===== src/sv/angle_gyro_kalman_fusion_assert.svh =====
// Assertion macros for the angle/gyro Kalman fusion block.
// Used by the top level; no other dependencies.
`ifndef ANGLE_GYRO_KALMAN_FUSION_ASSERT_SVH
`define ANGLE_GYRO_KALMAN_FUSION_ASSERT_SVH
`ifndef SYNTHESIS
// checked outside reset
`define AGKF_ASSERT(lbl, prop, msg) \
  lbl: assert property (@(posedge clk_i) disable iff (!rst_ni) prop) else $error(msg);
// checked during reset as well
`define AGKF_ASSERT_RST(lbl, prop, msg) \
  lbl: assert property (@(posedge clk_i) prop) else $error(msg);
`else
`define AGKF_ASSERT(lbl, prop, msg)
`define AGKF_ASSERT_RST(lbl, prop, msg)
`endif
`endif


===== src/sv/agkf_pkg.sv =====
// Shared types, operation codes and saturation helpers for the Kalman fusion block.
// No dependencies.
package agkf_pkg;

  // sequencer operation codes, in issue order
  localparam logic [4:0] OP_ANG = 5'd0;
  localparam logic [4:0] OP_P0  = 5'd1;
  localparam logic [4:0] OP_P1  = 5'd2;
  localparam logic [4:0] OP_P2  = 5'd3;
  localparam logic [4:0] OP_P3  = 5'd4;
  localparam logic [4:0] OP_PC0 = 5'd5;
  localparam logic [4:0] OP_PC1 = 5'd6;
  localparam logic [4:0] OP_E   = 5'd7;
  localparam logic [4:0] OP_K0  = 5'd8;
  localparam logic [4:0] OP_K1  = 5'd9;
  localparam logic [4:0] OP_B2  = 5'd10;
  localparam logic [4:0] OP_A2  = 5'd11;
  localparam logic [4:0] OP_T1  = 5'd12;
  localparam logic [4:0] OP_Q0  = 5'd13;
  localparam logic [4:0] OP_Q1  = 5'd14;
  localparam logic [4:0] OP_Q2  = 5'd15;
  localparam logic [4:0] OP_Q3  = 5'd16;

  // configuration register indexes
  localparam logic [2:0] CFG_TIME_STEP     = 3'd0;
  localparam logic [2:0] CFG_ANGLE_NOISE   = 3'd1;
  localparam logic [2:0] CFG_BIAS_NOISE    = 3'd2;
  localparam logic [2:0] CFG_MEASURE_NOISE = 3'd3;
  localparam logic [2:0] CFG_MEASURE_GAIN  = 3'd4;

  localparam logic signed [63:0] WMAX   = 64'sh3FFF_FFFF_FFFF_FFFF;
  localparam logic signed [63:0] P_MAX  = 64'sh0000_007F_FFFF_FFFF;
  localparam logic signed [63:0] P_MIN  = -64'sh0000_0080_0000_0000;
  localparam logic signed [63:0] S32MAX = 64'sh0000_0000_7FFF_FFFF;
  localparam logic signed [63:0] S32MIN = -64'sh0000_0000_8000_0000;

  typedef struct packed {
    logic       load_in;
    logic       mul_start;
    logic       div_start;
    logic       wb;
    logic       out_load;
    logic [4:0] op;
  } agkf_cmd_t;

  typedef struct packed {
    logic mul_done;
    logic div_done;
    logic bad;
    logic out_free;
  } agkf_sts_t;

  function automatic logic signed [31:0] sat32(input logic signed [63:0] v);
    logic signed [63:0] c;
    c = (v > S32MAX) ? S32MAX : ((v < S32MIN) ? S32MIN : v);
    return c[31:0];
  endfunction

  function automatic logic signed [39:0] sat40(input logic signed [63:0] v);
    logic signed [63:0] c;
    c = (v > P_MAX) ? P_MAX : ((v < P_MIN) ? P_MIN : v);
    return c[39:0];
  endfunction

  function automatic logic signed [63:0] satw(input logic signed [63:0] v);
    return (v > WMAX) ? WMAX : ((v < -WMAX) ? -WMAX : v);
  endfunction

endpackage


===== src/sv/agkf_ctrl.sv =====
// Sequencer of the Kalman fusion block: steps the datapath through one update.
// Depends on agkf_pkg.
module agkf_ctrl (
  input  logic                clk_i,
  input  logic                rst_ni,
  input  logic                in_valid_i,
  output logic                in_ready_o,
  input  agkf_pkg::agkf_sts_t sts_i,
  output agkf_pkg::agkf_cmd_t cmd_o
);
  import agkf_pkg::*;

  localparam logic [2:0] S_IDLE   = 3'd0;
  localparam logic [2:0] S_MSTART = 3'd1;
  localparam logic [2:0] S_MWAIT  = 3'd2;
  localparam logic [2:0] S_CHECK  = 3'd3;
  localparam logic [2:0] S_DSTART = 3'd4;
  localparam logic [2:0] S_DWAIT  = 3'd5;
  localparam logic [2:0] S_OUT    = 3'd6;

  logic [2:0] state_q, state_d;
  logic [4:0] op_q, op_d;

  // next state and command decode
  always_comb begin
    state_d = state_q;
    op_d    = op_q;
    cmd_o   = '0;
    cmd_o.op = op_q;
    case (state_q)
      S_IDLE: begin
        if (in_valid_i) begin
          cmd_o.load_in = 1'b1;
          op_d    = OP_ANG;
          state_d = S_MSTART;
        end
      end
      S_MSTART: begin
        cmd_o.mul_start = 1'b1;
        state_d = S_MWAIT;
      end
      S_MWAIT: begin
        if (sts_i.mul_done) begin
          cmd_o.wb = 1'b1;
          if (op_q == OP_E) begin
            state_d = S_CHECK;
          end else if (op_q == OP_Q3) begin
            state_d = S_OUT;
          end else begin
            op_d    = op_q + 5'd1;
            state_d = S_MSTART;
          end
        end
      end
      S_CHECK: begin
        // skip the correction on a non-positive innovation variance
        if (sts_i.bad) begin
          state_d = S_OUT;
        end else begin
          op_d    = OP_K0;
          state_d = S_DSTART;
        end
      end
      S_DSTART: begin
        cmd_o.div_start = 1'b1;
        state_d = S_DWAIT;
      end
      S_DWAIT: begin
        if (sts_i.div_done) begin
          cmd_o.wb = 1'b1;
          if (op_q == OP_K0) begin
            op_d    = OP_K1;
            state_d = S_DSTART;
          end else begin
            op_d    = OP_B2;
            state_d = S_MSTART;
          end
        end
      end
      S_OUT: begin
        if (sts_i.out_free) begin
          cmd_o.out_load = 1'b1;
          state_d = S_IDLE;
        end
      end
      default: state_d = S_IDLE;
    endcase
  end

  always_ff @(posedge clk_i or negedge rst_ni) begin
    if (!rst_ni) begin
      state_q <= S_IDLE;
      op_q    <= OP_ANG;
    end else begin
      state_q <= state_d;
      op_q    <= op_d;
    end
  end

  assign in_ready_o = (state_q == S_IDLE);
endmodule


===== config.mk =====
export PLATFORM = sky130hd
export DESIGN_NAME = agkf_ctrl
export DESIGN_NICKNAME = d
export VERILOG_FILES = /design/src/sv/angle_gyro_kalman_fusion_assert.svh /design/src/sv/agkf_pkg.sv /design/src/sv/agkf_ctrl.sv
export SDC_FILE = /design/constraint.sdc
export NUM_CORES = 1
export LEC_CHECK = 0
export ABC_AREA = 1
export BUFFER_PORTS_ARGS = -buffer_cell sky130_fd_sc_hd__buf_2
export CAP_MARGIN = 20
export CELL_PAD_IN_SITES_DETAIL_PLACEMENT = 1
export CELL_PAD_IN_SITES_GLOBAL_PLACEMENT = 1
export CORE_MARGIN = 5
export CORE_UTILIZATION = 30
export DETAILED_ROUTE_END_ITERATION = 8
export PLACE_DENSITY_LB_ADDON = 0.12
export SLEW_MARGIN = 20
export SYNTH_ARGS = -nofsm -noshare
export SYNTH_HDL_FRONTEND = slang
export SYNTH_SLANG_ARGS = --single-unit

===== constraint.sdc =====
create_clock -name clk_i -period 1.3 [get_ports clk_i]
set_input_delay 0.195 -clock clk_i [delete_from_list [all_inputs] [get_ports clk_i]]
set_output_delay 0.195 -clock clk_i [all_outputs]
set_load 0.01 [all_outputs]

==> impl_metrics.py, run 1 <==
metrics = {
    "hold_path": {
        "whs_path_depth": 4,
        "holdCritStartpoint": "sts_i[2]",
        "min_to": "state_q[0]",
        "min_path_type": "in -> reg",
    },
    "logic_synthesis": {
        "ys_ff_latch": 8,
        "synth_compound_area_frac": 0.0670,
        "synth_top_area_frac": 0.261,
        "ys_seq_area_frac": 0.261,
        "synth_top_family_by_area": "simple AND/OR/NAND/NOR gates",
        "synth_commonest_cells": "nand2_1 (31), inv_1 (13), nand3_1 (9), nor2_1 (9), dfrtp_1 (8)",
        "async_reset_ff_frac": 1.00,
        "syn_avg_cell_area_sq_um": 7.03,
        "synth_xor_area_frac": 0,
        "yosys.cell_count.top_type": "nand2_1",
        "synth_edf_count": 0,
        "ys.flop_type": "dfrtp_1",
        "netlist_top_cells_area": "dfrtp_1 (26%), nand2_1 (15%), nor2_8 (7.8%), nand2_4 (7.4%), inv_1 (6.4%)",
        "netlist_instances": 109,
        "yosys.area_share.simple": 0.541,
        "yosys-mux-area-fraction": 0,
        "synth_area_sq_um": 766,
        "yosys_warnings": 0,
        "ys_types": 22,
        "yosys.area.top_type": "dfrtp_1",
        "synth_fa_ha_area_frac": 0.0327,
        "syn_nets": 118,
    },
    "die": {
        "die_y_um": 60.5,
        "fp.coreArea_sq_um": 2450,
        "die-area_sq_um": 3660,
        "rows": 18,
        "start_util": 0.312,
        "io_pins": 18,
        "die_w_um": 60.5,
    },
    "clock_network": {
        "tritoncts": "built",
        "clk_pin_slew_worst_paths_ps": 60,
        "clkSinkCount": 8,
        "insertion_delay_ps": 270,
        "ctsRootBufferMaster": "clkbuf_4",
        "htree_levels": 1,
        "clockBufferDepth": 2,
        "cts_buffers": 3,
    },
    "placement": {
        "placed_area_sq_um": 988,
        "gp_congestion": 0.816,
        "detailedPlacementHpwl_um": 1890,
        "io_buffers": 17,
        "dp_cells": 167,
    },
    "power": {
        "power.share.switching": 0.485,
        "p_seq_frac": 0.162,
        "ir_worst_vdd_uv": 1450,
        "switchingPower_mw": 1.29,
        "cellPowerDensity_nw_per_um2": 2160,
        "p_int_mw": 1.38,
        "p_clk_frac": 0.084,
        "p_comb_frac": 0.754,
        "power.leakage_nw": 0.678,
    },
    "status": {
        "violations": "setup timing",
        "status": "finished with violations",
    },
    "timing": {
        "hold_viol": 0,
        "fmax_ghz": 0.665,
        "drv_slew": 0,
        "layout_min_cycle_time_ps": 1500,
        "max_slew_margin": 0.823,
        "fin_skew_ps": 3.45,
        "fin_ws_ps": -204,
        "period_share": 1.16,
        "tightestPinTransition_ps": 263,
        "setup_viol_count_final": 14,
        "fin_tns_setup_ps": -2240,
        "rsz0062_at_grt": "true",
    },
    "critical_path": {
        "cp.arrival_ps": 1310,
        "reg2reg_from": "state_q[1]",
        "cp-end-kind": "output port",
        "startpoint": "state_q[1]",
        "worstPathCellList": "nor2_4, nand2_4, buf_6, nor2_4, buf_6",
        "slowest_stage": "dfrtp_2",
        "start_kind": "flip-flop",
        "slowest_delay_ps": 480,
        "ff2ff_setup_slack_ps": -170,
        "worstSetupPathType": "reg -> out",
        "crit_fanout": 5,
        "reg2regPathDepth": 9,
        "r2r_end": "op_q[1]",
        "required_ps": 1110,
    },
    "grt": {
        "use_met1": 0.201,
        "grt_pass1_wl_um": 3880,
        "grt_use_total": 0.145,
        "overflow": 0,
        "top_usage_layer": "met2",
        "use_met2": 0.228,
        "antenna_found_initial": 0,
        "grt_util_met3": 0.0213,
        "grt_pass1_vias": 832,
        "grt_start_max_net_pins": 9,
    },
    "route": {
        "drtPass1Iterations": 3,
        "antenna_left": 0,
        "routed-via-count": 862,
        "viasPerCell": 4.76,
        "drt-wirelength-per-cell_um": 14.5,
        "routed_wl_um": 2630,
        "drt_iter0_drc": 20,
        "route.detailed.drc": 0,
    },
    "cells_and_area": {
        "final_area_sq_um": 1230,
        "area_growth_pct": 61.3,
        "drive_above_1_share": 0.556,
        "fin_util": 0.503,
        "seq_area_sq_um": 204,
        "fin_cells": 181,
        "fin_nets": 161,
        "multi_input_area_sq_um": 602,
        "fillCellCount": 324,
        "n_antenna_cell": 0,
    },
    "run": {
        "maxCapViolations": 0,
    },
}
==> metrics by stage <==
| step | worst slack (ps) | power, mW | hold WS (ps) |
|---|---|---|---|
| 2_1_floorplan | 0.752 | 1.34 | -101 |
| 3_3_place_gp | -72.2 | 1.82 | 53.6 |
| 3_5_place_dp | -104 | 1.85 | 61.0 |
| 4_1_cts | -182 | 2.47 | 243 |
| 5_1_grt | -261 | 2.85 | 256 |
| 6_report | -204 | 2.67 | 244 |
==> cell families (layout without fill, tap and decap cells) <==
kind of cell | Yosys count | after routing
flops | 8 | 8
compound gates | 10 | 10
buf+inv | 18 | 60
simple gates | 71 | 71
fa+ha+maj | 2 | 2
==> power groups by stage <==
stage,sequential [mW],combinational (mW),clock (mW)
2_1_floorplan,0.411,0.928,0
3_3_place_gp,0.416,1.40,0
3_5_place_dp,0.420,1.43,0
4_1_cts,0.425,1.82,0.227
5_1_grt,0.440,2.18,0.238
6_report,0.433,2.02,0.223
==> registers in the layout (all words and copies together) (netlist names) <==
register,count
op_q,5
state_q,3
==> routing by layer <==
layer | part of all wire | vias to the layer above
li1 | - | 429
met1 | 0.45 | 412
met2 | 0.50 | 14
met3 | 0.023 | 7
met4 | 0.022 | 0
met5 | 0 | -
==> worst max path at each step <==
stage	to	slack [ps]	cells past startpoint
3_5_place_dp	op_q[4]	-100	8
2_1_floorplan	op_q[2]	0.8	9
6_report	cmd_o[9]	-200	5
5_1_grt	cmd_o[5]	-260	4
4_1_cts	cmd_o[5]	-180	3
3_3_place_gp	op_q[2]	-70	8
==> worst max-delay path, delay by kind of cell (launching register included) <==
kind          cells  cell delay [ps]
simple gates      3              340
flops             1              480
buf+inv           2              230
==> placed cells by master, fill, tap and decap left out, types with 2 or more instances in the layout <==
cell type and n:
buf_2 14, buf_4 16, buf_6 7, clkbuf_4 3, dfrtp_1 5, dfrtp_2 3, inv_1 11, inv_2 5
nand2_1 28, nand2_2 3, nand2_4 10, nand3_1 4, nand3_2 7, nor2_1 6, nor2_2 2, nor2_4 4
nor2_8 3, o21ai_0 3, o21ai_1 4
==> cell type report <==
class                      count  area share
inverter                      17      0.0537
sequential                     8       0.165
clock buffer                   4      0.0213
multi-input combinational     83       0.487
tap                           30      0.0304
timing repair buffer          39       0.242
==> timing repair <==
| item | 4_1_cts | 5_1_grt |
|---|---|---|
| gates resized for setup | 27 | 9 |
| endpoints found under the hold margin | 8 | 0 |
| hold buffers | 1 | 0 |
| pin swaps | 14 | 3 |
| buffers inserted | 7 | 2 |
| setup endpoints to repair | 14 | 14 |
(Power assumes the default switching activity.)
==> run 2, diff against run 1 <==
--- a/config.mk
+++ b/config.mk
@@ -12,6 +12,7 @@
 export CELL_PAD_IN_SITES_GLOBAL_PLACEMENT = 1
 export CORE_MARGIN = 5
 export CORE_UTILIZATION = 30
+export CTS_BUF_LIST = sky130_fd_sc_hd__clkbuf_4
 export DETAILED_ROUTE_END_ITERATION = 8
 export PLACE_DENSITY_LB_ADDON = 0.12
 export SLEW_MARGIN = 20
==> run 2 against run 1 <==
Against the previous run:
- the flow still finishes with violations (setup timing)
- sequential power barely moved
- first-iteration DRC count is 45% lower
- final cell count rose by 0.55%
- combinational power about the same
- fmax shrank 2.5%
- sequential share of layout area is 0.12 points lower
- via count unchanged
- non-clock buffer count is 1 higher
- highest routed layer unchanged
==> impl_metrics.py, run 2 (same netlist as run 1, synthesis figures left out) <==
metrics = {
    "die": {
        "rows": 18,
        "start_util": 0.312,
        "io_pins": 18,
        "die-area_sq_um": 3660,
        "fp.coreArea_sq_um": 2450,
        "die_y_um": 60.5,
        "die_w_um": 60.5,
    },
    "clock_network": {
        "clkSinkCount": 8,
        "cts_buffers": 3,
        "ctsRootBufferMaster": "clkbuf_4",
        "htree_levels": 1,
        "tritoncts": "built",
        "clk_pin_slew_worst_paths_ps": 60,
        "clockBufferDepth": 2,
        "insertion_delay_ps": 270,
    },
    "cells_and_area": {
        "largest-register": "op_q",
        "final_area_sq_um": 1240,
        "fin_cells": 182,
        "drive_above_1_share": 0.566,
        "area_growth_pct": 62.4,
        "reg.largest.list": "op_q x5, state_q x3",
        "layout_commonest_cell": "nand2_1",
        "n_antenna_cell": 0,
        "largest_reg_flops": 5,
        "fin_nets": 162,
        "final_cell_mix": "nand2_1 (28), buf_4 (18), buf_2 (13)",
        "fin_util": 0.507,
    },
    "timing": {
        "max_slew_margin": 0.835,
        "holdWs_ps": 251,
        "layout_min_cycle_time_ps": 1540,
        "drv_slew": 0,
        "tightestPinTransition_ps": 248,
        "hold_viol": 0,
        "rsz0062_at_grt": "true",
        "fmax_ghz": 0.648,
        "fin_skew_ps": 1.68,
        "fin_ws_ps": -243,
        "period_share": 1.19,
        "setup_viol_count_final": 14,
        "fin_tns_setup_ps": -2220,
    },
    "critical_path": {
        "start_kind": "flip-flop",
        "slowest_stage": "dfrtp_2",
        "slowest_delay_ps": 470,
        "required_ps": 1110,
        "worstSetupPathType": "reg -> out",
        "cp.arrival_ps": 1350,
        "crit_fanout": 5,
        "worstPathCellList": "inv_2, buf_4, nor4_2, buf_2",
        "cp-end-kind": "output port",
    },
    "placement": {
        "io_buffers": 17,
        "dp_cells": 167,
        "detailedPlacementHpwl_um": 1890,
        "gp_congestion": 0.816,
        "placed_area_sq_um": 988,
        "pre_cts_ws_ps": -104,
    },
    "route": {
        "drt-wirelength-per-cell_um": 14.7,
        "drtPass1Iterations": 4,
        "routed_wl_um": 2670,
        "antenna_left": 0,
        "routed-via-count": 862,
        "drt_iter0_drc": 11,
        "viasPerCell": 4.74,
        "route.detailed.drc": 0,
    },
    "power": {
        "ir_worst_vdd_uv": 1440,
        "power.leakage_nw": 0.688,
        "finalPower_mw": 2.69,
        "cellPowerDensity_nw_per_um2": 2160,
    },
    "grt": {
        "grt_pass1_wl_um": 4290,
        "overflow": 0,
        "grt_start_max_net_pins": 9,
        "grt_use_total": 0.162,
        "grt_pass1_vias": 884,
        "antenna_found_initial": 0,
    },
    "status": {
        "violations": "setup timing",
        "status": "finished with violations",
    },
    "run": {
        "maxCapViolations": 0,
    },
    "hold_path": {
        "min_path_type": "in -> reg",
    },
}
run 2: changes by cell type in the layout (fill, tap and decap cells not counted), moves of 2 or more:
cell	change
nand3_1	+2
inv_4	+2
buf_4	+2
nand3_2	-2
run 2: layout make-up:
type | count | area (sq um)
flip-flops and latches | 8 | 204
multi-input cells | 83 | 592
repair buffers | 40 | 309
well taps | 30 | 37.5
inverters | 17 | 71.3
fillers | 318 | 1210
clock buffers | 4 | 30.0
run 2: power by group:
group | internal, mW | switching [mW] | total [mW]
Combinational | 0.926 | 1.08 | 2.01
Sequential | 0.327 | 0.105 | 0.432
Clock | 0.140 | 0.108 | 0.248
Total | 1.39 | 1.29 | 2.69
run 2: routing by layer:
metal	part of all wire	vias up	track usage
met1	0.45	413	0.220
met4	0.015	0	0.0557
li1	-	426	-
met5	0	-	0
met3	0.032	5	0.0213
met2	0.50	18	0.264
run 2: critical path: cells and delay by family (launching register included):
family	cells	cell delay (ps)
flip-flops	1	470
buffers and inverters	3	390
AND/OR/NAND/NOR	1	220
run 2: final timing paths:
kind	slack, ps	cells after the start	startpoint	end
min	250	4	sts_i[2]	state_q[0]
min reg2reg	560	2	op_q[4]	op_q[4]
max reg2reg	-170	9	state_q[1]	op_q[1]
min in group asynchronous	300	2	rst_ni	op_q[4]
max in group asynchronous	800	2	rst_ni	state_q[0]
max	-240	4	state_q[1]	cmd_o[5]
run 2: repair_timing:
action | 4_1_cts | 5_1_grt
hold endpoints to repair | 8 | 0
pin swaps | 14 | 2
setup buffers | 8 | 2
hold buffers | 1 | 0
resized for setup | 30 | 8
setup endpoints to repair | 14 | 14
==> run 3, diff against run 2 <==
--- a/config.mk
+++ b/config.mk
@@ -9,9 +9,9 @@
 export BUFFER_PORTS_ARGS = -buffer_cell sky130_fd_sc_hd__buf_2
 export CAP_MARGIN = 20
 export CELL_PAD_IN_SITES_DETAIL_PLACEMENT = 1
-export CELL_PAD_IN_SITES_GLOBAL_PLACEMENT = 1
+export CELL_PAD_IN_SITES_GLOBAL_PLACEMENT = 2
 export CORE_MARGIN = 5
-export CORE_UTILIZATION = 30
+export CORE_UTILIZATION = 27
 export CTS_BUF_LIST = sky130_fd_sc_hd__clkbuf_4
 export DETAILED_ROUTE_END_ITERATION = 8
 export PLACE_DENSITY_LB_ADDON = 0.12
==> run 3 against run 2 <==
Against the previous run:
- the flow still finishes with violations (setup timing)
- highest routed layer unchanged
- register-to-register slack got worse by 20 ps
- combinational power is 2% higher
- clock skew rose by 4.7 ps
- clock-buffer cell count unchanged
- largest cell class unchanged
- utilization is 3.4 points lower
- sequential cell count did not move
==> impl_metrics.py, run 3 (same netlist as run 1, synthesis figures left out) <==
metrics = {
    "timing": {
        "fin_ws_ps": -236,
        "tightestPinTransition_ps": 231,
        "hold_viol": 0,
        "layout_min_cycle_time_ps": 1540,
        "max_slew_margin": 0.844,
        "fmax_ghz": 0.651,
        "fin_skew_ps": 6.42,
        "rsz0062_at_grt": "true",
        "setup_viol_count_final": 14,
        "drv_slew": 0,
        "period_share": 1.18,
        "holdWs_ps": 281,
    },
    "cells_and_area": {
        "final_area_sq_um": 1290,
        "final_cell_mix": "nand2_1 (26), buf_4 (18), buf_2 (13)",
        "fin_util": 0.473,
        "n_antenna_cell": 0,
        "layout_commonest_cell": "nand2_1",
        "largest_reg_flops": 5,
        "drive_above_1_share": 0.567,
        "fin_cells": 188,
        "reg.largest.list": "op_q x5, state_q x3",
        "area_growth_pct": 68.8,
        "fin_nets": 167,
        "largest-register": "op_q",
    },
    "die": {
        "start_util": 0.280,
        "die_w_um": 63.3,
        "die_y_um": 63.3,
        "die-area_sq_um": 4000,
        "fp.coreArea_sq_um": 2730,
        "rows": 19,
        "io_pins": 18,
    },
    "clock_network": {
        "htree_levels": 1,
        "clk_pin_slew_worst_paths_ps": 80,
        "clockBufferDepth": 2,
        "cts_buffers": 3,
        "insertion_delay_ps": 270,
        "clkSinkCount": 8,
        "tritoncts": "built",
        "ctsRootBufferMaster": "clkbuf_4",
    },
    "route": {
        "route.detailed.drc": 0,
        "routed-via-count": 883,
        "drt_iter0_drc": 12,
        "viasPerCell": 4.70,
        "drt-wirelength-per-cell_um": 14.1,
        "drtPass1Iterations": 4,
        "antenna_left": 0,
        "routed_wl_um": 2650,
    },
    "placement": {
        "placed_area_sq_um": 1030,
        "dp_cells": 173,
        "detailedPlacementHpwl_um": 1940,
        "gp_congestion": 0.772,
        "io_buffers": 17,
    },
    "power": {
        "p_int_mw": 1.45,
        "cellPowerDensity_nw_per_um2": 2130,
        "finalPower_mw": 2.75,
        "switchingPower_mw": 1.30,
        "p_clk_frac": 0.093,
        "ir_worst_vdd_uv": 1250,
        "power.leakage_nw": 0.713,
        "power.share.switching": 0.474,
        "p_comb_frac": 0.745,
        "p_seq_frac": 0.163,
    },
    "grt": {
        "antenna_found_initial": 0,
        "grt_pass1_wl_um": 4490,
        "overflow": 0,
        "grt_use_total": 0.139,
        "grt_start_max_net_pins": 9,
        "grt_pass1_vias": 926,
    },
    "hold_path": {
        "whs_path_depth": 4,
        "min_path_type": "in -> reg",
    },
    "critical_path": {
        "cp-end-kind": "output port",
        "worstSetupPathType": "reg -> out",
        "cp.arrival_ps": 1340,
        "crit_fanout": 4,
        "required_ps": 1110,
        "reg2regPathDepth": 9,
        "start_kind": "flip-flop",
    },
    "run": {
        "maxCapViolations": 0,
    },
    "status": {
        "violations": "setup timing",
        "status": "finished with violations",
    },
}
==> run 3: cell count changes in the layout (fill, tap and decap cells not counted), sizes merged <==
cell	change
buf	+5
==> run 3: cell type report <==
cell class                 count  area, sq um
timing repair buffer          45          365
multi-input combinational     83          588
inverter                      17         66.3
clock buffer                   4         30.0
sequential                     8          204
tap                           31         38.8
fill                         336         1440
==> run 3: per-layer routing <==
layer,track usage,vias to the layer above,part of all wire
met1,0.197,431,0.48
met3,0.0178,2,0.019
met2,0.221,10,0.49
met4,0.0390,0,0.0060
li1,-,440,-
met5,0,-,0
==> run 3: per-stage QoR <==
| stage | setup WS (ps) | TNS (ps) |
|---|---|---|
| 2_1_floorplan | 0.752 | 0 |
| 3_3_place_gp | -78.2 | -390 |
| 3_5_place_dp | -77.1 | -419 |
| 4_1_cts | -195 | -1730 |
| 5_1_grt | -279 | -3030 |
| 6_report | -236 | -2160 |
==> run 3: path summary, 6_finish.rpt <==
kind	to	start	slack, ps
setup reg to reg	op_q[0]	state_q[1]	-190
min in group asynchronous	state_q[2]	rst_ni	310
hold / removal	state_q[0]	sts_i[2]	280
hold reg to reg	op_q[3]	op_q[3]	530
setup / recovery	cmd_o[5]	state_q[0]	-240
max in group asynchronous	op_q[0]	rst_ni	780
==> run 3: power by group through the flow <==
stage	registers, mW	clock network (mW)	logic, mW
floorplan	0.411	0	0.928
global placement	0.428	0	1.46
detailed placement	0.433	0	1.47
CTS	0.434	0.252	1.84
global route	0.464	0.274	2.21
finish	0.448	0.255	2.05
==> run 3: critical path, stage by stage (launching register included) <==
cell	delay [ps]
dfrtp_2	480
buf_6	160
nor4_4	260
buf_2	180
==> run 3: what timing repair did <==
action,in CTS,in global routing
hold buffers,1,0
endpoints found under the setup margin,14,14
endpoints found under the hold margin,8,0
pin swaps,8,6
buffers inserted,8,3
gates resized for setup,24,14
